## src/sv/tcw_pkg.sv

```systemverilog
// Shared types and constants for the text console writer.
// Holds the action and state enums, character codes and the
// command and status structs between controller and datapath.
package tcw_pkg;

   // Action codes carried by an input word.
   typedef enum logic [1:0] {
      ACTION_PUT   = 2'd0,
      ACTION_CLEAR = 2'd1,
      ACTION_READ  = 2'd2
   } action_type;

   // Controller states.
   typedef enum logic [2:0] {
      ST_IDLE,
      ST_EXEC,
      ST_CHECK,
      ST_COPY,
      ST_DRAIN,
      ST_FILL,
      ST_CLEAR,
      ST_DONE
   } ctrl_state_type;

   // Control bytes and the blank character.
   localparam logic [7:0] CHAR_BACKSPACE = 8'h08;
   localparam logic [7:0] CHAR_TAB       = 8'h09;
   localparam logic [7:0] CHAR_NEWLINE   = 8'h0a;
   localparam logic [7:0] CHAR_RETURN    = 8'h0d;
   localparam logic [7:0] CHAR_BLANK     = 8'h20;

   // Configuration register indexes and reset values.
   localparam logic       CSR_SCROLL_FILL = 1'b0;
   localparam logic       CSR_CLEAR_FILL  = 1'b1;
   localparam logic [7:0] SCROLL_FILL_RESET = 8'h07;
   localparam logic [7:0] CLEAR_FILL_RESET  = 8'h0f;

   // Commands from the controller to the datapath.
   typedef struct packed {
      logic load_item;
      logic put_step;
      logic read_issue;
      logic clear_start;
      logic clear_step;
      logic scroll_start;
      logic copy_step;
      logic fill_start;
      logic fill_step;
      logic tab_next;
      logic load_rsp;
   } dp_cmd_type;

   // Status from the datapath to the controller.
   typedef struct packed {
      action_type action;
      logic       is_tab;
      logic       row_over;
      logic       tab_last;
      logic       copy_last;
      logic       sweep_end;
   } dp_status_type;

endpackage

```

## src/sv/tcw_ctrl.sv

```systemverilog
// Controller state machine of the text console writer.
// Sequences put, clear, read and scroll work; owns the handshake state.
// Depends on tcw_pkg.
module tcw_ctrl import tcw_pkg::*; (
   input  logic          clock,
   input  logic          reset,
   input  logic          req_valid,
   output logic          req_stall,
   output logic          rsp_valid,
   input  logic          rsp_stall,
   input  dp_status_type status,
   output dp_cmd_type    cmd
);

   ctrl_state_type state_ff, state_in;
   logic           rsp_valid_ff, rsp_valid_in;
   logic           rsp_free;

   // The output register can take a new word when empty or being drained.
   assign rsp_free  = !rsp_valid_ff || !rsp_stall;
   assign req_stall = (state_ff != ST_IDLE);
   assign rsp_valid = rsp_valid_ff;

   // Next state.
   always_comb begin
      state_in = state_ff;
      case (state_ff)
         ST_IDLE: begin
            if (req_valid) state_in = ST_EXEC;
         end
         ST_EXEC: begin
            case (status.action)
               ACTION_PUT:   state_in = ST_CHECK;
               ACTION_CLEAR: state_in = ST_CLEAR;
               default:      state_in = ST_DONE;
            endcase
         end
         ST_CHECK: begin
            if (status.row_over) state_in = ST_COPY;
            else if (status.is_tab && !status.tab_last) state_in = ST_EXEC;
            else state_in = ST_DONE;
         end
         ST_COPY: begin
            if (status.copy_last) state_in = ST_DRAIN;
         end
         ST_DRAIN: state_in = ST_FILL;
         ST_FILL: begin
            if (status.sweep_end) state_in = ST_CHECK;
         end
         ST_CLEAR: begin
            if (status.sweep_end) state_in = ST_DONE;
         end
         ST_DONE: begin
            if (rsp_free) state_in = ST_IDLE;
         end
         default: state_in = ST_IDLE;
      endcase
   end

   // Commands issued in each state.
   always_comb begin
      cmd = '0;
      case (state_ff)
         ST_IDLE: cmd.load_item = req_valid;
         ST_EXEC: begin
            case (status.action)
               ACTION_PUT:   cmd.put_step = 1'b1;
               ACTION_CLEAR: cmd.clear_start = 1'b1;
               ACTION_READ:  cmd.read_issue = 1'b1;
               default:      cmd = '0;
            endcase
         end
         ST_CHECK: begin
            if (status.row_over) cmd.scroll_start = 1'b1;
            else if (status.is_tab && !status.tab_last) cmd.tab_next = 1'b1;
         end
         ST_COPY:  cmd.copy_step = 1'b1;
         ST_DRAIN: cmd.fill_start = 1'b1;
         ST_FILL:  cmd.fill_step = 1'b1;
         ST_CLEAR: cmd.clear_step = 1'b1;
         ST_DONE:  cmd.load_rsp = rsp_free;
         default:  cmd = '0;
      endcase
   end

   // Output valid flag follows loads and downstream takes.
   always_comb begin
      if (cmd.load_rsp) rsp_valid_in = 1'b1;
      else if (!rsp_stall) rsp_valid_in = 1'b0;
      else rsp_valid_in = rsp_valid_ff;
   end

   always_ff @(posedge clock) begin
      if (reset) begin
         state_ff     <= ST_IDLE;
         rsp_valid_ff <= 1'b0;
      end else begin
         state_ff     <= state_in;
         rsp_valid_ff <= rsp_valid_in;
      end
   end

endmodule

```

## config.mk

```make
export PLATFORM = sky130hd
export DESIGN_NAME = tcw_ctrl
export DESIGN_NICKNAME = d
export VERILOG_FILES = /design/src/sv/tcw_pkg.sv /design/src/sv/tcw_ctrl.sv
export SDC_FILE = /design/constraint.sdc
export NUM_CORES = 1
export LEC_CHECK = 0
export BUFFER_PORTS_ARGS = -buffer_cell sky130_fd_sc_hd__buf_2
export CAP_MARGIN = 20
export CORE_AREA = 2 2 39 41
export DETAILED_ROUTE_END_ITERATION = 10
export DIE_AREA = 0 0 41 43
export REMOVE_ABC_BUFFERS = 1
export SYNTH_ARGS = -nofsm -noshare
export SYNTH_HDL_FRONTEND = slang
export SYNTH_SLANG_ARGS = --single-unit
```

## constraint.sdc

```tcl
create_clock -name clock -period 1.4 [get_ports clock]
set_input_delay 0.14 -clock clock [delete_from_list [all_inputs] [get_ports clock]]
set_output_delay 0.14 -clock clock [all_outputs]
set_load 0.02 [all_outputs]
```

== After elaboration in Yosys (flattened, before gate mapping) ==
Cells that the tools add are included.
Word-level totals
  word-level logic and storage cells: 52
  input port bits: 11
  register bits after elaboration: 4
Cells by class
  reductions and logical operators: 9
  multiplexer cells: 26
  equal/unequal tests: 15
Operators with widths (number)
  3-bit 2-to-1 mux: 8
  3-bit case mux with 8 select lines: 1
  1-bit 2-to-1 mux: 16
  3-bit == test, second input constant: 4
  2-bit inequality test, second input constant: 5
  3-bit by 2-bit == test with 1-bit output, second input constant: 2
  3-bit case mux with 2 select lines: 1
  5-bit AND reduction: 1
  3-bit by 1-bit == test with 1-bit output, second input constant: 1
  1-bit logical NOT: 3
  3-bit logical NOT: 1
  3-bit nonzero test: 1
  2-bit by 1-bit == test with 1-bit output, second input constant: 1
  2-bit == test, second input constant: 1
  2-bit logical NOT: 1
  2-bit by 1-bit inequality test with 1-bit output, second input constant: 1
  1-bit logical AND: 1
  1-bit logical OR: 1

== Depth between registers and ports, before layout ==
  depth after elaboration: 5
  gate-level depth with buffers: 5
  depth with buffers taken out: 4

== Worst setup path before layout ==
Ideal clock, no wire load.
  kind: reg-to-output
  start: register state_ff[1]
  end: output cmd[9] in the netlist's numbering
  data arrival time: 1423 ps
  path buffers: 2
  stages on the path, launching flop included: 4
  path slack: -163 ps
  data required time: 1260 ps
  path through: dfxtp_1 -> buf_2 -> buf_4 -> nor4b_1
RTL lines
  from (decl): RTL line tcw_ctrl.sv:15  | ctrl_state_type state_ff, state_in;
  from (signal assigned): RTL line tcw_ctrl.sv:98  | state_ff <= state_in;
  to (decl): RTL line tcw_ctrl.sv:12  | output dp_cmd_type cmd

==> impl_metrics.toml <==
[global_routing]
globalRouteOverflowTotal = 0
vias_in_the_first_global_route = 481
grt_start_max_net_pins = 12
grtUsageTotal = 0.162
grt_first_pass_wirelength_mm = 1.98
antenna_found_initial = 0

[cells_and_area]
final_design_area_no_fill_um2 = 851
count_of_nets_after_finishing = 107
final_layout_fill_cell_count = 119
layout-area-overhead-vs-synth_pct = 94.3
insertedDiodeCount = 0
final_layout_size_suffix_gt1_frac = 0.638
layout.cells.non_filler = 110
final_design_utilization = 0.615

[sta]
fmax_mhz = 650
grt_setup_unrepaired = "yes"
finalSetupViolations = 9
final.period_utilization = 1.10
drv_slew = 0
finClkSkew_ns = 0.00785
setup_slack_ns = -0.138
final.hold.worst_slack_ns = 0.114
slew-limit-headroom = 0.795
final-hold-violation-count = 0
tightestPinTransition_ns = 0.305
finalWorstPathRequiredPeriod_ns = 1.54

[critical_path]
worst_r2r_endpoint = "state_ff[1]"
crit_path_start = "state_ff[2]"
reg2reg_setup_slack_ns = -0.04
critical_path.cell_chain = "buf_4, buf_6, or3_4, nor2_4, buf_6"
worst-path-max-fanout = 3
largest_stage_delay_on_the_critical_path_ns = 0.36
worst_setup_path_start_kind = "flop"
critPathKind = "reg -> out"
crit_top_cell = "buf_6"
worst_setup_ep = "cmd[10]"
worst_path_max_delay_cell = "or3_4"
end_kind = "output pin"
reg2reg_depth = 7
r2r-start = "state_ff[2]"
cp.arrival_ns = 1.40
critical_path_required_ns = 1.26

[synth]
synthArstFlopShare = 0
yosysUniqueCellTypes = 32
synth_area_per_cell_um2 = 7.30
dominantRegCellSynth = "dfxtp_1"
post_synthesis_sequential_element_count = 4
ys_seq_area_frac = 0.183
post_synth_instance_area_um2 = 438
postSynthCellCount = 60
post_synth_main_area_contributors = "dfxtp_1 (18%), a21oi_1 (5.7%), nor2b_1 (5.7%), nor3b_1 (5.1%), mux2i_1 (4.6%)"
synth.top_cell.area_share = 0.183
synth_edf_count = 0
synth.largest_area_cell = "dfxtp_1"
synth.yosys.warnings = 0

[clocking]
clock_buffers_created_by_tritoncts = 3
ctsRootBufferMaster = "clkbuf_4"
numClockSinks = 4
cts_htree_levels = 1
clkTransAtPathRegs_ns = 0.04
ctsHoldBuffers = 0
cts_tree = "built"
clk-insertion-delay-late_ns = 0.24
cts_buffer_depth = 2

[power_and_ir_drop]
power_leakage_nw = 0.368
power_per_cell_area_nw_per_um2 = 1800
total_power_mw = 1.54
ir_drop_mv = 0.777

[placement]
post_dp_cell_area_um2 = 584
place.detailed.hpwl_um = 871
port_buffers = 23
routabilityCongestion = 0.763
dp.cells = 100

[detailed_routing]
detail_route.iter0.violations = 11
firstDrtPassIters = 4
drt_drc_violations_left = 0
remaining_number_of_nets_flagged_by_the_antenna_check_after_routing = 0
post_detailed_route_wirelength_per_cell_um = 12.9
finalWirelength_mm = 1.42
vias = 578
via_density_per_instance = 5.25

[floorplan]
floorplan.initialDensity = 0.316
fp.dieW_um = 41
dieArea_um2 = 1760
die_h_um = 43
floorplan.io_pins = 24
rows = 14
core_area_um2 = 1380

[status]
failed_checks = "setup timing"
run_status = "finished, violations left"

[flow_run]
drv.max_cap_violation_count = 0

[worst_hold_path]
holdCritPathClass = "in -> reg"
how the worst min path moves through the flow:
stage / startpoint / to / slack [ns] / depth (start not counted)
after CTS: reset / state_ff[1] / 0.11 / 2
after global routing: reset / state_ff[1] / 0.12 / 2
after floorplan: reset / rsp_valid / 0.21 / 1
after detailed placement: reset / state_ff[1] / 0.37 / 2
after global placement: reset / state_ff[1] / 0.37 / 2
final: reset / state_ff[1] / 0.11 / 2
synthesized netlist by cell type, drive strengths merged (2+ instances only):
cell type,n
nor2,3
nor3b,3
mux2i,2
a21oi,5
o21ai,3
buf,6
nor3,3
nand2,4
inv,4
dfxtp,4
nand3,2
o31ai,2
nor2b,4
metrics by stage:
stage / TNS (ns) / setup WS [ns]
finish: -0.626 / -0.138
detailed placement: -0.0119 / -0.0119
global placement: 0 / 0.0301
global route: -1.06 / -0.173
floorplan: -1.07 / -0.352
CTS: -0.258 / -0.162
power by group:
part	switching [mW]	internal (mW)	total, mW
Combinational	0.540	0.607	1.15
Sequential	0.0747	0.166	0.241
Clock	0.0509	0.0962	0.147
layout by cell type, fill, tap and decap left out, drive strengths merged:
cell    synthesis  routed
a211oi          1       1
a21oi           5       5
a31oi           1       1
a41oi           1       1
buf             6      37
clkbuf          0       3
dfxtp           4       4
inv             4       4
mux2i           2       2
nand2           4       4
nand2b          1       1
nand3           2       2
nand3b          1       1
nor2            3       3
nor2b           4       4
nor3            3       3
nor3b           3       3
nor4            1       1
nor4b           1       1
nor4bb          1       1
o21ai           3       3
o21bai          1       1
o22ai           1       1
o31ai           2       2
o32a            1       1
or3             1       1
or4             1       1
or4b            1       1
xnor2           1       1
cell families (layout without fill, tap and decap cells):
group	after synthesis	count (layout)	share of synthesized area
DFF	4	4	0.183
muxes	2	2	0.0457
and+or+nand+nor	27	27	0.369
buffers and inverters	10	44	0.129
AOI/OAI and AO/OA	16	16	0.254
xor gates and xnor gates	1	1	0.0200
final cells by class:
class | instances | area, um^2 | area share
Inverter | 4 | 17.5 | 0.0206
Timing Repair Buffer | 37 | 293 | 0.344
Multi-Input combinational cell | 46 | 409 | 0.481
Clock buffer | 3 | 22.5 | 0.0265
Sequential cell | 4 | 88.8 | 0.104
Tap cell | 16 | 20.0 | 0.0235
flip-flops by register name, indices dropped and copies added, names as in the netlist:
name	cells
state_ff	3
rsp_valid	1
timing repair:
item,CTS,global route
setup endpoints to repair,10,11
gates resized for setup,15,32
pin swaps,7,7
buffers inserted,2,5
worst max-delay path, delay by kind of cell, from the launching register on:
| kind | cells | cell delay [ns] |
|---|---|---|
| simple gates | 2 | 0.47 |
| buf+inv | 3 | 0.36 |
| flops | 1 | 0.32 |
per-layer routing:
metal	vias to the layer above	wire, um	track usage	share of wire
li1	292	-	-	-
met1	257	616	0.212	0.43
met2	25	707	0.244	0.50
met3	4	78	0.0314	0.055
met4	0	16	0.0800	0.011
met5	-	0	0	0
(Power assumes the default switching activity.)
